File: config.mk
export PLATFORM = sky130hd
export DESIGN_NAME = thermo_display_scanner_unit
export DESIGN_NICKNAME = d
export VERILOG_FILES = /design/src/hdl/tds_pkg.sv /design/src/hdl/thermo_display_scanner_unit.sv
export SDC_FILE = /design/constraint.sdc
export NUM_CORES = 1
export LEC_CHECK = 0
export ABC_CLOCK_PERIOD_IN_PS = 16100
export BUFFER_PORTS_ARGS = -buffer_cell sky130_fd_sc_hd__buf_4
export CORE_ASPECT_RATIO = 1.2
export CORE_UTILIZATION = 35
export DETAILED_ROUTE_END_ITERATION = 10
export PLACE_DENSITY = 0.56
export SKIP_LAST_GASP = 1
export SYNTH_ARGS = -nofsm -noshare
export SYNTH_HDL_FRONTEND = slang
export SYNTH_SLANG_ARGS = --single-unit
File: constraint.sdc
create_clock -name clk -period 16.1 [get_ports clk]
set_input_delay 1.61 -clock clk [delete_from_list [all_inputs] [get_ports clk]]
set_output_delay 1.61 -clock clk [all_outputs]
set_load 0.01 [all_outputs]
File: src/hdl/tds_pkg.sv
// tds_pkg: shared types, codes and constants of the thermometer display scanner
// no dependencies; imported by thermo_display_scanner_unit
package tds_pkg;

  typedef enum logic {
    FUNC_SAMPLE = 1'b0,
    FUNC_TICK   = 1'b1
  } func_t;

  typedef enum logic {
    REG_BLANK_START  = 1'b0,
    REG_BLINK_PERIOD = 1'b1
  } reg_idx_t;

  localparam int TEMP_W  = 9;
  localparam int LIMIT_W = 6;
  localparam int BLINK_W = 8;
  localparam int BCD_W   = 4;
  localparam int SEL_W   = 4;
  localparam int SLOT_W  = 2;
  localparam int ADDR_W  = 3;
  localparam int DATA_W  = 32;

  // degrees per full scale with the tenths already folded in
  localparam int unsigned TEMP_SCALE  = 330;
  localparam int unsigned LIMIT_SCALE = 50;

  localparam logic [BLINK_W-1:0] BLANK_START_RST  = 8'd70;
  localparam logic [BLINK_W-1:0] BLINK_PERIOD_RST = 8'd140;

  localparam logic [SEL_W-1:0] SEL_ALL_OFF = 4'hF;

  typedef struct packed {
    logic [BCD_W-1:0] tens;
    logic [BCD_W-1:0] ones;
  } bcd_pair_t;

  // split a value below 512 into tens and ones, tens truncated to 4 bits
  function automatic bcd_pair_t split_dec(input logic [TEMP_W-1:0] v);
    logic [TEMP_W+11-1:0] prod;
    logic [TEMP_W-1:0]    q;
    logic [TEMP_W+3-1:0]  q10;
    logic [TEMP_W-1:0]    r;
    bcd_pair_t            res;
    prod     = {11'd0, v} * (TEMP_W + 11)'(205);
    q        = prod[TEMP_W+11-1:11];
    q10      = {3'd0, q} * (TEMP_W + 3)'(10);
    r        = v - q10[TEMP_W-1:0];
    res.tens = q[BCD_W-1:0];
    res.ones = r[BCD_W-1:0];
    return res;
  endfunction

endpackage

File: src/hdl/thermo_display_scanner_unit.sv
// thermo_display_scanner_unit: converter scaling and multiplexed four-digit display scan
// depends on tds_pkg
//
//  port group   dir   handshake          payload
//  in_*         in    in_valid/in_stall  in_func, in_temp_sample, in_limit_sample
//  out_*        out   out_valid/out_stall out_digit_select, out_bcd_digit, out_indicator
//  apb          in    psel/penable       paddr, pwdata, prdata (reg 0 at 0, reg 1 at 4)
//
//  one word per cycle sustained while the output is not stalled; a tick word is
//  registered in the input register at acceptance, then in the result register
//  scaling is a constant multiply and two end-around folds by 2^SAMPLE_BITS-1
//  synchronous active-low reset; valid and state registers reset, data registers do not
//  an output stall holds the result register; tick words back up in the input register
module thermo_display_scanner_unit #(
  parameter int SAMPLE_BITS = 12
) (
  input  logic                         clk,
  input  logic                         rst_n,
  input  logic                         in_valid,
  output logic                         in_stall,
  input  logic                         in_func,
  input  logic [SAMPLE_BITS-1:0]       in_temp_sample,
  input  logic [SAMPLE_BITS-1:0]       in_limit_sample,
  output logic                         out_valid,
  input  logic                         out_stall,
  output logic [tds_pkg::SEL_W-1:0]    out_digit_select,
  output logic [tds_pkg::BCD_W-1:0]    out_bcd_digit,
  output logic                         out_indicator,
  input  logic                         psel,
  input  logic                         penable,
  input  logic                         pwrite,
  input  logic [tds_pkg::ADDR_W-1:0]   paddr,
  input  logic [tds_pkg::DATA_W-1:0]   pwdata,
  output logic [tds_pkg::DATA_W-1:0]   prdata,
  output logic                         pready
);
  import tds_pkg::*;

  localparam int SB = SAMPLE_BITS;
  localparam int PW = SB + TEMP_W;
  localparam int RW = SB + 2;
  localparam logic [SB:0] FS = {1'b0, {SB{1'b1}}};

  // floor(p / (2^SB - 1)) by two end-around folds and one correction
  function automatic logic [TEMP_W-1:0] div_fs(input logic [PW-1:0] p);
    logic [TEMP_W-1:0] q0;
    logic [RW-1:0]     r1;
    logic [1:0]        q1;
    logic [SB:0]       r2;
    logic              c;
    q0 = p[PW-1:SB];
    r1 = {2'b00, p[SB-1:0]} + RW'(q0);
    q1 = r1[RW-1:SB];
    r2 = {1'b0, r1[SB-1:0]} + (SB + 1)'(q1);
    c  = (r2 >= FS);
    return q0 + TEMP_W'(q1) + TEMP_W'(c);
  endfunction

  logic                   s1_valid_r;
  logic                   s1_func_r;
  logic [SB-1:0]          s1_x_r;
  logic [SB-1:0]          s1_a_r;
  logic [BLINK_W-1:0]     blank_start_r;
  logic [BLINK_W-1:0]     blink_period_r;
  logic [TEMP_W-1:0]      temperature_r, temperature_nxt;
  logic [LIMIT_W-1:0]     limit_r, limit_nxt;
  logic [SLOT_W-1:0]      scan_slot_r, scan_slot_nxt;
  logic [BLINK_W-1:0]     blink_count_r, blink_count_nxt;
  logic [BCD_W-1:0]       held_bcd_r, held_bcd_nxt;
  logic                   out_valid_r, out_valid_nxt;
  logic [SEL_W-1:0]       sel_r, sel_nxt;
  logic [BCD_W-1:0]       bcd_r, bcd_nxt;
  logic                   ind_r, ind_nxt;

  logic                   accept;
  logic                   fire;
  logic                   is_tick;
  logic                   below;
  logic                   blank;
  logic                   cfg_wr;
  logic [PW-1:0]          temp_prod;
  logic [PW-1:0]          limit_prod;
  logic [TEMP_W-1:0]      limit_q;
  logic [BLINK_W-1:0]     blink_base;
  bcd_pair_t              temp_dec;
  bcd_pair_t              limit_dec;
  logic [BCD_W-1:0]       slot_digit;
  reg_idx_t               reg_idx;

  assign is_tick  = (s1_func_r == FUNC_TICK);
  assign fire     = s1_valid_r && (!is_tick || !out_valid_r || !out_stall);
  assign in_stall = s1_valid_r && !fire;
  assign accept   = in_valid && !in_stall;

  assign pready  = 1'b1;
  assign cfg_wr  = psel && penable && pwrite && pready;
  assign reg_idx = reg_idx_t'(paddr[2]);

  always_comb begin
    unique case (reg_idx)
      REG_BLANK_START:  prdata = {{(DATA_W-BLINK_W){1'b0}}, blank_start_r};
      REG_BLINK_PERIOD: prdata = {{(DATA_W-BLINK_W){1'b0}}, blink_period_r};
      default:          prdata = '0;
    endcase
  end

  always_ff @(posedge clk) begin
    if (!rst_n) begin
      blank_start_r  <= BLANK_START_RST;
      blink_period_r <= BLINK_PERIOD_RST;
    end else if (cfg_wr) begin
      unique case (reg_idx)
        REG_BLANK_START:  blank_start_r  <= pwdata[BLINK_W-1:0];
        REG_BLINK_PERIOD: blink_period_r <= pwdata[BLINK_W-1:0];
        default: ;
      endcase
    end
  end

  // input register
  always_ff @(posedge clk) begin
    if (!rst_n) begin
      s1_valid_r <= 1'b0;
    end else if (accept) begin
      s1_valid_r <= 1'b1;
    end else if (fire) begin
      s1_valid_r <= 1'b0;
    end
  end

  always_ff @(posedge clk) begin
    if (accept) begin
      s1_func_r <= in_func;
      s1_x_r    <= in_temp_sample;
      s1_a_r    <= in_limit_sample;
    end
  end

  // scaling
  assign temp_prod  = {{TEMP_W{1'b0}}, s1_x_r} * PW'(TEMP_SCALE);
  assign limit_prod = {{TEMP_W{1'b0}}, s1_a_r} * PW'(LIMIT_SCALE);
  assign limit_q    = div_fs(limit_prod);

  // tick
  assign temp_dec   = split_dec(temperature_r);
  assign limit_dec  = split_dec({{(TEMP_W-LIMIT_W){1'b0}}, limit_r});
  assign below      = (temperature_r < {{(TEMP_W-LIMIT_W){1'b0}}, limit_r});
  assign blank      = (blink_count_r > blank_start_r) && (blink_count_r < blink_period_r)
                      && below;
  assign blink_base = (blink_count_r == blink_period_r) ? '0 : blink_count_r;

  always_comb begin
    unique case (scan_slot_r)
      2'd0:    slot_digit = temp_dec.tens;
      2'd1:    slot_digit = temp_dec.ones;
      2'd2:    slot_digit = limit_dec.tens;
      default: slot_digit = limit_dec.ones;
    endcase
  end

  always_comb begin
    temperature_nxt = temperature_r;
    limit_nxt       = limit_r;
    scan_slot_nxt   = scan_slot_r;
    blink_count_nxt = blink_count_r;
    held_bcd_nxt    = held_bcd_r;
    sel_nxt         = sel_r;
    bcd_nxt         = bcd_r;
    ind_nxt         = ind_r;
    out_valid_nxt   = out_valid_r && out_stall;
    if (fire) begin
      if (!is_tick) begin
        temperature_nxt = div_fs(temp_prod);
        limit_nxt       = limit_q[LIMIT_W-1:0];
      end else begin
        out_valid_nxt   = 1'b1;
        blink_count_nxt = blink_base + BLINK_W'(1);
        if (blank) begin
          sel_nxt = SEL_ALL_OFF;
          bcd_nxt = held_bcd_r;
          ind_nxt = 1'b0;
        end else begin
          sel_nxt       = ~(SEL_W'(1) << scan_slot_r);
          bcd_nxt       = slot_digit;
          ind_nxt       = below;
          held_bcd_nxt  = slot_digit;
          scan_slot_nxt = scan_slot_r + SLOT_W'(1);
        end
      end
    end
  end

  always_ff @(posedge clk) begin
    if (!rst_n) begin
      temperature_r <= '0;
      limit_r       <= '0;
      scan_slot_r   <= '0;
      blink_count_r <= '0;
      held_bcd_r    <= '0;
      out_valid_r   <= 1'b0;
    end else begin
      temperature_r <= temperature_nxt;
      limit_r       <= limit_nxt;
      scan_slot_r   <= scan_slot_nxt;
      blink_count_r <= blink_count_nxt;
      held_bcd_r    <= held_bcd_nxt;
      out_valid_r   <= out_valid_nxt;
    end
  end

  always_ff @(posedge clk) begin
    sel_r <= sel_nxt;
    bcd_r <= bcd_nxt;
    ind_r <= ind_nxt;
  end

  assign out_valid        = out_valid_r;
  assign out_digit_select = sel_r;
  assign out_bcd_digit    = bcd_r;
  assign out_indicator    = ind_r;

  a_one_digit: assert property (@(posedge clk) disable iff (!rst_n)
    out_valid |-> $countones(~out_digit_select) <= 1)
    else $error("more than one digit enabled");

  a_blank_dark: assert property (@(posedge clk) disable iff (!rst_n)
    (out_valid && out_digit_select == SEL_ALL_OFF) |-> !out_indicator)
    else $error("indicator lit on blanked word");

  a_slot_step: assert property (@(posedge clk) disable iff (!rst_n)
    (fire && is_tick && !blank) |=> scan_slot_r == $past(scan_slot_r) + SLOT_W'(1))
    else $error("scan slot did not advance");

  a_temp_range: assert property (@(posedge clk) disable iff (!rst_n)
    temperature_r <= TEMP_W'(TEMP_SCALE) && limit_r <= LIMIT_W'(LIMIT_SCALE))
    else $error("scaled value out of range");

  a_stall_full: assert property (@(posedge clk) disable iff (!rst_n)
    in_stall |-> (s1_valid_r && out_valid_r && out_stall))
    else $error("input stalled without backpressure");

endmodule
# Word level (Yosys, flattened, before mapping)
# Index checks and enable logic that the tools add are counted.
[totals]
mem_bits_ro = 0
ramBits = 0
latch_bits = 0
out_inout_bits = 44
n_memories = 0
wordCells = 76
ff_bits = 81
inputBits = 67
[op_classes]
multipliers = 6
shift = 1
eq_ne = 3
n_mux = 8
reduce_logical = 22
n_addsub = 12
n_lt_le_gt_ge = 5
div = 0
n_bitwise = 4
[ops]
columns = ["cell", "count"]
rows = [
  ["one-hot mux 32 bit (2 select lines)", 1],
  ["adder 12 x 1 -> 13 bit", 2],
  [">= comparator 13 x 12 -> 1 bit (second input constant)", 2],
  ["multiplier 12 x 8 -> 20 bit (second input constant)", 1],
  ["adder 9 x 1 -> 9 bit", 2],
  ["multiplier 12 x 5 -> 17 bit (second input constant)", 1],
  ["multiplier 9 x 8 -> 17 bit (second input constant)", 1],
  ["multiplier 6 x 8 -> 14 bit (second input constant)", 1],
  ["adder 12 x 6 -> 13 bit", 1],
  ["adder 12 x 9 -> 13 bit", 1],
  ["adder 6 x 1 -> 6 bit", 2],
  ["one-hot mux 4 bit (3 select lines)", 1],
  ["< comparator 9 x 6 -> 1 bit", 1],
  ["adder 8 x 1 -> 8 bit (second input constant)", 1],
  ["== test 8 bit", 1],
  ["greater-than comparator 8 bit", 1],
  ["logical AND 1 bit", 8],
  ["< comparator 8 bit", 1],
  ["two-way mux 8 bit", 1],
  ["AND reduction 2 bit", 4],
  ["subtractor 4 bit", 2],
  ["multiplier 6 x 3 -> 3 bit (second input constant)", 1],
  ["logical NOT 1 bit", 5],
  ["two-way mux 1 bit", 4],
  ["12 further kinds", 15],
]

# Depth between registers and ports, before layout
# Gate-level depths: netlist (run 1).
[logic_depth]
depth_word = 9
ltp_mapped = 32
mapped_depth_nobuf = 32

# Least setup slack after synthesis (run 1)
# Ideal clock, no wire load.
[synth_timing]
path_type = "register -> register"
startpoint = "register s1_x_r[1]"
endpoint = "register temperature_r[8]"
synth_period_minus_slack_ps = 7325
path_slack_ps = 8775
t_arrival_ps = 7206
required_ps = 15981
path_stages_with_launch = 31
path_cell_list = "edfxtp_1 ha_1 fa_1 fa_1 ha_1 ha_1 o211ai_1 a21oi_1 a221oi_1 xnor2_1 ha_1 a21o_1 a21oi_1 o21bai_1 maj3_1 a21oi_1 o21ai_0 ha_1 ha_1 nand4_1 nor4_1 a21oi_1 a2111oi_0 nand4_1 a211oi_1 fa_1 ha_1 inv_1 nor4_2 xnor2_1 a21oi_1"
[synth_via]
elab_chain_len = 5
[synth_lines]
columns = ["element", "line", "source"]
rows = [
  ["start, declared", "thermo_display_scanner_unit.sv:61", "logic [SB-1:0] s1_x_r;"],
  ["start signal, assigned", "thermo_display_scanner_unit.sv:134", "s1_x_r <= in_temp_sample;"],
  ["multiplier 12 x 8 -> 20 bit (*)", "thermo_display_scanner_unit.sv:140", "assign temp_prod = {{TEMP_W{1'b0}}, s1_x_r} * PW'(TEMP_SCALE);"],
  ["adder 12 x 9 -> 13 bit", "thermo_display_scanner_unit.sv:52", "r1 = {2'b00, p[SB-1:0]} + RW'(q0);"],
  ["adder 12 x 1 -> 13 bit", "thermo_display_scanner_unit.sv:54", "r2 = {1'b0, r1[SB-1:0]} + (SB + 1)'(q1);"],
  [">= comparator 13 x 12 -> 1 bit", "thermo_display_scanner_unit.sv:55", "c = (r2 >= FS);"],
  ["adder 9 x 1 -> 9 bit (*)", "thermo_display_scanner_unit.sv:56", "return q0 + TEMP_W'(q1) + TEMP_W'(c);"],
  ["end signal, assigned", "thermo_display_scanner_unit.sv:202", "temperature_r <= temperature_nxt;"],
  ["end, declared", "thermo_display_scanner_unit.sv:65", "logic [TEMP_W-1:0] temperature_r, temperature_nxt;"],
]
# Every way passes the cells marked *; elsewhere a longest branch is shown, timed or not.
# A chain may end at the register's enable or synchronous reset.

# Worst setup path in the final report (run 1)
# Ends and elaborated chain as after synthesis.

==> results of run 1 <==
[sequential cells by signal (all words and copies together) (netlist names)]
name and cells:
s1_x_r 12, s1_a_r 12, is_tick 1, limit_r 6, blink_count_r 8, out_indicator 1
out_valid 1, out_bcd_digit 4, held_bcd_r 4, scan_slot_r 2, blank_start_r 8, out_digit_select 4
s1_valid_r 1, blink_period_r 8, temperature_r 9
[per-stage QoR]
| step | hold slack [ns] | cell area [um2] | total power (uW) | utilization [%] | instances |
|---|---|---|---|---|---|
| after floorplan | 0.436 | 9490 | 748 | - | 1052 |
| after global placement | 0.443 | 10100 | 873 | 38.4 | 1411 |
| after detailed placement | 0.448 | 10100 | 881 | 38.4 | 1411 |
| after CTS | 0.457 | 10400 | 1100 | 39.5 | 1427 |
| after global routing | 0.474 | 10400 | 1200 | 39.5 | 1427 |
| final | 0.457 | 10400 | 1090 | 39.5 | 1427 |
[layer usage]
layer	share of wire [%]	track usage [%]
met1	45	17.6
met2	51	25.9
met3	2.3	2.09
met4	1.3	3.76
met5	0	0
[final cells by class]
class	instances	area (um2)
multi-input combinational	778	6680
sequential	81	1960
inverter	154	578
timing repair buffer	63	473
tap	335	419
clock inverter	5	45.0
clock buffer	11	264
fill	2719	15900
[kinds of logic (layout without fill, tap and decap cells)]
logic type / Yosys count / after routing / synth area share, %
other cells: 2 / 25 / 0.0798
fa+ha+maj: 252 / 252 / 37.2
compound gates: 211 / 211 / 15.1
flops: 81 / 81 / 20.9
mux: 3 / 3 / 0.359
buf+inv: 193 / 233 / 9.07
xor+xnor: 53 / 53 / 5.08
simple gates: 234 / 234 / 12.3
[cell usage in the layout (no fill, tap or decap), types with 15 or more instances in the layout]
| cell type | count |
|---|---|
| a211oi_1 | 16 |
| a21o_1 | 17 |
| a21oi_1 | 53 |
| buf_4 | 63 |
| conb_1 | 25 |
| dfxtp_1 | 47 |
| edfxtp_1 | 34 |
| fa_1 | 47 |
| ha_1 | 203 |
| inv_1 | 153 |
| nand2_1 | 83 |
| nand3_1 | 21 |
| nor2_1 | 34 |
| nor3_1 | 19 |
| o211ai_1 | 15 |
| o21ai_0 | 41 |
| xnor2_1 | 37 |
| xor2_1 | 15 |
[worst max-delay path: cells and delay by family, from the launching register on]
| family | cells | cell delay (ns) |
|---|---|---|
| flops | 1 | 0.46 |
| buf+inv | 2 | 0.28 |
| compound gates | 12 | 2.44 |
| simple gates | 4 | 0.75 |
| xor+xnor | 2 | 0.34 |
| fa+ha+maj | 11 | 3.75 |
[how the worst max path moves through the flow]
| stage | endpoint | slack, ns | depth (start not counted) | start |
|---|---|---|---|---|
| after floorplan | temperature_r[8] | 8.77 | 30 | s1_x_r[1] |
| after global placement | temperature_r[8] | 8.00 | 31 | s1_x_r[1] |
| after detailed placement | temperature_r[8] | 7.95 | 31 | s1_x_r[1] |
| after CTS | temperature_r[8] | 7.90 | 31 | s1_x_r[1] |
| after global routing | temperature_r[8] | 7.35 | 31 | s1_x_r[1] |
| final | temperature_r[8] | 7.97 | 31 | s1_x_r[1] |
[power by group through the flow]
stage	clock [uW]	combinational [uW]	sequential, uW
detailed placement	0	638	244
CTS	219	644	239
floorplan	0	509	239
global route	226	729	240
finish	213	639	239
global placement	0	629	243
==> results.md, run 1 <==
- Bufs on Longest Clock Path: 2
- R2r endpoint: temperature_r[8]
- Top cells by count, synth: ha_1 (203), inv_1 (153), nand2_1 (83), a21oi_1 (53)
- Clock power frac: 19.5%
- Crit path capture type: flip-flop
- First-pass GRT wire length: 32000 um
- Post-DP HPWL: 16000 um
- Clock edge transition at the registers on the reported setup and hold paths: 0.06 ns
- Post-synth top flop: dfxtp_1
- CP required: 16.33 ns
- Post-Syn Area per Cell: 9.14 um2
- Slew Limit Fails: 0
- Final #Nets: 1404
- Final WS setup: 7.97 ns
- Port bufs: 59
- Most frequent CP cell: ha_1
- Design internal power: 626 uW
- Worst r2r src: s1_x_r[1]
- MaxCap Viol Count: 0
- Ys Warns: 0
- Register area share after synthesis: 20.9%
- Num ports: 111
- Peak VDD IR: 0.0576 mV
- Worst-Margin Slew: 0.806 ns
- # DRC: 0
- Pre-CTS setup slack: 7.95 ns
- Crit-path max cell delay: 0.54 ns
- Final hold violation count: 0
- Die Area: 0.0275 mm2
- Crit-path max FO: 7
- Vias in the first global route: 6863
- Yosys reg bits: 81
- Setup TNS: 0 ns
- GPL Wtd Cong: 0.824
- Rows: 65
- Mapped cell area: 0.00941 mm2
- Routed wire length: 19000 um
- Comb power frac: 58.6%
- Antenna viol nets, final: 0
- Gr ovfl total: 0
- Inserted Diodes: 0
- Count leader, synth: ha_1
- H-tree lvl count: 3
- Layout cell share with drive strength beyond 1: 9.43%
- Setup-failing EPs final: 0
- Path depth of the worst reg2reg path: 31
- Hold bufs inserted after CTS: 0
- Worst Hold Launch: blank_start_r[4]
- Skew final: 0.0102 ns
- Total core area: 0.0264 mm2
- Initial core utilization: 35.7%
- Die Ht: 182 um
- Share of Yosys cell area claimed by the top area cell type: 27.0%
- RSZ-0062 raised after global routing: no
- Slew HR: 46.0%
- Hold Crit Class: flip-flop to flip-flop
- Hold Path Depth: 2
- Net Switching: 465 uW
- CTS root buf: clkbuf_16
- Cell variety after synth: 76
- Cts repair resizes: 0
- PwrDens: 105 mW/mm2
- Total leakage power: 0.00503 uW
- Initial antenna violation count: 0
- Crit start category: flip-flop
- Post-Syn Instances: 1029
- Iter 0 DRT Violations: 274
- Flop-to-flop setup slack: 7.97 ns
- Largest net degree at the start of global routing: 26
- Top post-synthesis cells by area: ha_1 (27%), edfxtp_1 (11%), dfxtp_1 (10%), fa_1 (10%), inv_1 (6.1%)
- Switching Share: 42.6%
- Postcts setup bufs: 0
- Critical path class: flip-flop to flip-flop
- Hold Path End: blank_start_r[4]
- Fmax: 0.123 GHz
- Drt first pass iters: 4
- TritonCTS clock tree: built
- Status: completed
- Vias after detailed routing: 7090
- Die width: 152 um
- Worst EP arrival: 8.36 ns
- EDFF count, synth: 34
- Period utilization: 50.5%
- DR WL/cell: 13.3 um
- Cell taking the most area after synthesis: ha_1
- Ys async rst share: 0%
- Clk_lat worst skew: 0.35 ns
- Average vias per placed instance: 4.97
- GR Util All Layers: 14.4%
- Total CTS buffers: 9
- Crit path time final: 8.13 ns
- Area delta synth->final: 10.8%
- CP max-delay cell: fa_1
- Flop pwr share: 21.9%
- CTS sink cnt: 81
Note: power is estimated with default switching activity, not from simulation.
==> inputs of run 2 (changes only) <==
ABC_CLOCK_PERIOD_IN_PS = 7400   (was 16100)
PLACE_DENSITY = 0.58   (was 0.56)
clock period = 7.4 ns   (was 16.1 ns; I/O delays follow)
==> run 2 against run 1 <==
- core utilization up 3.6 points
- largest power group unchanged
- via count up 4.6%
- sequential cell count did not move
- global-route usage increased by 0.63 points
- worst hold slack worse by 0.00060 ns
- non-clock buffer count is 71 higher
- die area stayed put
- worst setup slack worse by 7.8 ns
- first-iteration DRC count shrank 2.6%
- clock power is 120% higher
- power rose to 2.6 times the previous value
==> results.md, run 2 (synthesis gave the netlist of run 1 again) <==
- Status: completed
- # DRC: 0
- Crit start category: flip-flop
- Crit path time final: 7.21 ns
- Register area: 0.00196 mm2
- Total core area: 0.0264 mm2
- Peak VDD IR: 0.138 mV
- TritonCTS clock tree: built
- Finished Layout Cells: 1498
- H-tree lvl count: 3
- Final WS setup: 0.187 ns
- Critical path class: flip-flop to flip-flop
- Pre-CTS setup slack: -0.216 ns
- Initial core utilization: 35.7%
- CTS sink cnt: 81
- Initial antenna violation count: 0
- Gr ovfl total: 0
- Worst EP arrival: 7.49 ns
- PwrDens: 250 mW/mm2
- GR Util All Layers: 15.1%
- Clock edge transition at the registers on the reported setup and hold paths: 0.07 ns
- Drt first pass iters: 4
- Crit path capture type: flip-flop
- Worst r2r src: s1_x_r[4]
- RSZ-0062 raised after global routing: yes
- Most frequent CP cell: ha_4
- CTS root buf: clkbuf_16
- Largest registers: s1_a_r (12), s1_x_r (12), temperature_r (9)
- Post-DP HPWL: 16500 um
- GPL Wtd Cong: 0.808
- First-pass GRT wire length: 33500 um
- Crit-path max FO: 4
- Final total power: 2850 uW
- Skew final: 0.0140 ns
- Clk_lat worst skew: 0.35 ns
- DR WL/cell: 13.5 um
- Total CTS buffers: 9
- Hold Crit Class: flip-flop to flip-flop
- Worst-Margin Slew: 0.794 ns
- Area delta synth->final: 21.0%
- Worst Hold Launch: blank_start_r[7]
- Final hold violation count: 0
- Port bufs: 59
- Num ports: 111
- Die Ht: 182 um
- Die Area: 0.0275 mm2
- Crit-path max cell delay: 0.54 ns
- Vias in the first global route: 7284
- Antenna viol nets, final: 0
- Average vias per placed instance: 4.95
- Final Core Density: 43.2%
- Multi-input logic area: 0.00710 mm2
- Die width: 152 um
- Commonest non-fill, non-tap cells in the layout: ha_1 (186), inv_1 (152), buf_4 (133)
- Fmax: 0.139 GHz
- Setup-failing EPs final: 0
- CP required: 7.68 ns
- Largest net degree at the start of global routing: 26
- Routed wire length: 20200 um
- Layout cell share with drive strength beyond 1: 19.4%
- CP max-delay cell: fa_1
- Slew Limit Fails: 0
- Inserted Diodes: 0
- Iter 0 DRT Violations: 267
- Most common cell after layout, fill and taps aside: ha_1
- Period utilization: 97.5%
- Placed insts: 1475
- Worst setup path start: s1_x_r[4]
- MaxCap Viol Count: 0
- Final #Nets: 1475
- Vias after detailed routing: 7418
- Slew HR: 46.9%
- Rows: 65
- Total leakage power: 0.00544 uW
- FILL cells: 2632
- Bufs on Longest Clock Path: 2
[run 2: what timing repair did]
item,4_1_cts,5_1_grt
hold buffers,0,0
gates resized for setup,6,68
endpoints found under the setup margin,5,12
setup buffers,1,6
pin swaps,3,43
[run 2: critical path, delay by kind of cell, from the launching register on]
family	cells	cell delay, ns
AND/OR/NAND/NOR	7	1.27
flip-flops	1	0.51
XOR/XNOR	2	0.31
AO/OA/AOI/OAI	10	1.84
adder cells (fa/ha/maj)	10	3.07
buffers and inverters	1	0.12
[run 2: cell type report]
type                    instances  share of cell area (%)
repair buffers                134                    8.87
inverters                     154                    5.10
clock inverters                 6                   0.506
multi-input cells             778                    62.4
well taps                     335                    3.68
clock buffers                  10                    2.20
flip-flops and latches         81                    17.2
[run 2: per-stage QoR]
step           area, um2  hold slack (ns)  setup TNS [ns]
6_report           11400            0.456               0
5_1_grt            11400            0.490           -1.28
4_1_cts            10900            0.458               0
3_5_place_dp       10600            0.449          -0.460
3_3_place_gp       10600            0.444          -0.169
2_1_floorplan       9490            0.436               0
[run 2: per-layer routing]
metal	up-vias	global-route usage, %	wire [um]
li1	3807	-	-
met4	0	3.21	255
met1	3507	18.1	8950
met3	22	1.98	380
met2	82	27.8	10600
met5	-	0	0
[run 2: final timing paths]
path                                          to  slack, ns  cells past startpoint
worst min register to register  blank_start_r[7]       0.46                      2
worst min-delay path            blank_start_r[7]       0.46                      2
worst max register to register  temperature_r[4]       0.19                     30
worst max-delay path            temperature_r[4]       0.19                     30
[run 2: power by group]
part	internal (uW)	total [uW]	leakage, uW	switching [uW]
registers	491	517	0.000702	25.8
clock network	255	468	0.000152	213
logic	906	1860	0.00458	954
==> inputs of run 3 (changes only) <==
CTS_BUF_LIST = sky130_fd_sc_hd__clkbuf_16   (was default)
MAX_ROUTING_LAYER = met4   (was default)
==> run 3 against run 2 <==
- core utilization stayed put
- first-iteration DRC count is 3.4% higher
- register-to-register slack hardly changed
- routed wire length is 0.13% lower
- sequential share of layout area stayed put
==> results.md, run 3 (synthesis gave the netlist of run 1 again) <==
- First-pass GRT wire length: 33500 um
- Met1 Track Usage GR: 18.1%
- Commonest non-fill, non-tap cells in the layout: ha_1 (186), inv_1 (152), buf_4 (133)
- Hold bufs inserted after CTS: 0
- Fin area: 0.0114 mm2
- Vias after detailed routing: 7400
- Final total power: 2850 uW
- Area of placed instances: 0.0106 mm2
- Met3 usage: 1.98%
- Final hold violation count: 0
- Period utilization: 97.5%
- M2 GR Usage: 27.9%
- Slew HR: 46.9%
- # DRC: 0
- Peak VDD IR: 0.139 mV
- Crit-path max FO: 4
- Iter 0 DRT Violations: 276
- Average vias per placed instance: 4.94
- Initial core utilization: 35.7%
- Port bufs: 59
- Die width: 152 um
- Skew final: 0.0150 ns
- Inserted Diodes: 0
- Area delta synth->final: 21.0%
- PwrDens: 250 mW/mm2
- Critical path class: flip-flop to flip-flop
- Vias in the first global route: 7280
- Post-DP HPWL: 16500 um
- CP max-delay cell: fa_1
- Clk_lat worst skew: 0.36 ns
- MaxCap Viol Count: 0
- Num ports: 111
- Status: completed
- RSZ-0062 raised after global routing: yes
- Gr busiest metal: met2
- DR WL/cell: 13.5 um
- Total leakage power: 0.00544 uW
- Total core area: 0.0264 mm2
- Die Area: 0.0275 mm2
- Die Ht: 182 um
- Final WS setup: 0.184 ns
- CTS sink cnt: 81
- Fmax: 0.139 GHz
- Hold_ws: 0.455 ns
- Drt first pass iters: 4
- GR Util All Layers: 15.5%
- Total CTS buffers: 9
- Largest net degree at the start of global routing: 26
- GPL Wtd Cong: 0.823
- Routed wire length: 20200 um
- Most frequent CP cell: ha_4
- Hold Crit Class: flip-flop to flip-flop
- Pre-CTS setup slack: -0.216 ns
- Worst EP arrival: 7.49 ns
- Final #Nets: 1475
- Most common cell after layout, fill and taps aside: ha_1
- TritonCTS clock tree: built
- Crit-path max cell delay: 0.54 ns
- Crit path time final: 7.22 ns
- Rows: 65
- CTS root buf: clkbuf_16
- Crit start category: flip-flop
- Initial antenna violation count: 0
- Antenna viol nets, final: 0
- Crit path capture type: flip-flop
- Slew Limit Fails: 0
- Gr ovfl total: 0
- Clock edge transition at the registers on the reported setup and hold paths: 0.07 ns
- Bufs on Longest Clock Path: 2
- Setup-failing EPs final: 0
- Layout cell share with drive strength beyond 1: 19.4%
- CP required: 7.68 ns
- Worst-Margin Slew: 0.794 ns
- Largest registers: s1_a_r (12), s1_x_r (12), temperature_r (9)
- H-tree lvl count: 3
==> run 3: cell counts in the layout (fill, tap and decap cells not counted) <==
Identical to the previous run, type by type.
==> run 3: what timing repair did <==
item                                    CTS  global route
buffers inserted                          1             6
pin swaps                                 3            43
resized for setup                         6            68
endpoints found under the setup margin    5            12
==> run 3: through the flow <==
stage,utilization (%),instances,TNS (ns)
6_report,43.2,1498,0
3_3_place_gp,40.2,1475,-0.169
3_5_place_dp,40.2,1475,-0.460
4_1_cts,41.5,1492,0
2_1_floorplan,-,1052,0
5_1_grt,43.2,1498,-1.28
==> run 3: cell type report <==
type,instances,area (um2)
sequential,81,1960
clock inverter,6,57.6
inverter,154,581
tap,335,419
multi-input combinational,778,7100
clock buffer,10,250
timing repair buffer,134,1010
fill,2632,15000
==> run 3: final timing paths <==
kind | from | to | slack [ns] | depth (start not counted)
setup reg to reg | s1_x_r[4] | temperature_r[4] | 0.18 | 30
setup / recovery | s1_x_r[4] | temperature_r[4] | 0.18 | 30
hold / removal | held_bcd_r[0] | held_bcd_r[0] | 0.46 | 2
hold reg to reg | held_bcd_r[0] | held_bcd_r[0] | 0.46 | 2
==> run 3: report_power, final <==
part           internal, uW  switching, uW
Clock                   255            213
Combinational           906            954
Sequential              491           25.8
Total                  1650           1190
==> run 3: layer usage <==
layer  wire length, um  share of wire [%]
met1              8900                 44
met2             10600                 53
met3               406                2.0
met4               257                1.3
met5                 0                  0
==> run 3: critical path, delay by kind of cell, from the launching register on <==
family,cells,cell delay (ns)
AO/OA/AOI/OAI,10,1.84
buffers and inverters,1,0.12
adder cells (fa/ha/maj),10,3.07
flip-flops,1,0.51
AND/OR/NAND/NOR,7,1.27
XOR/XNOR,2,0.31
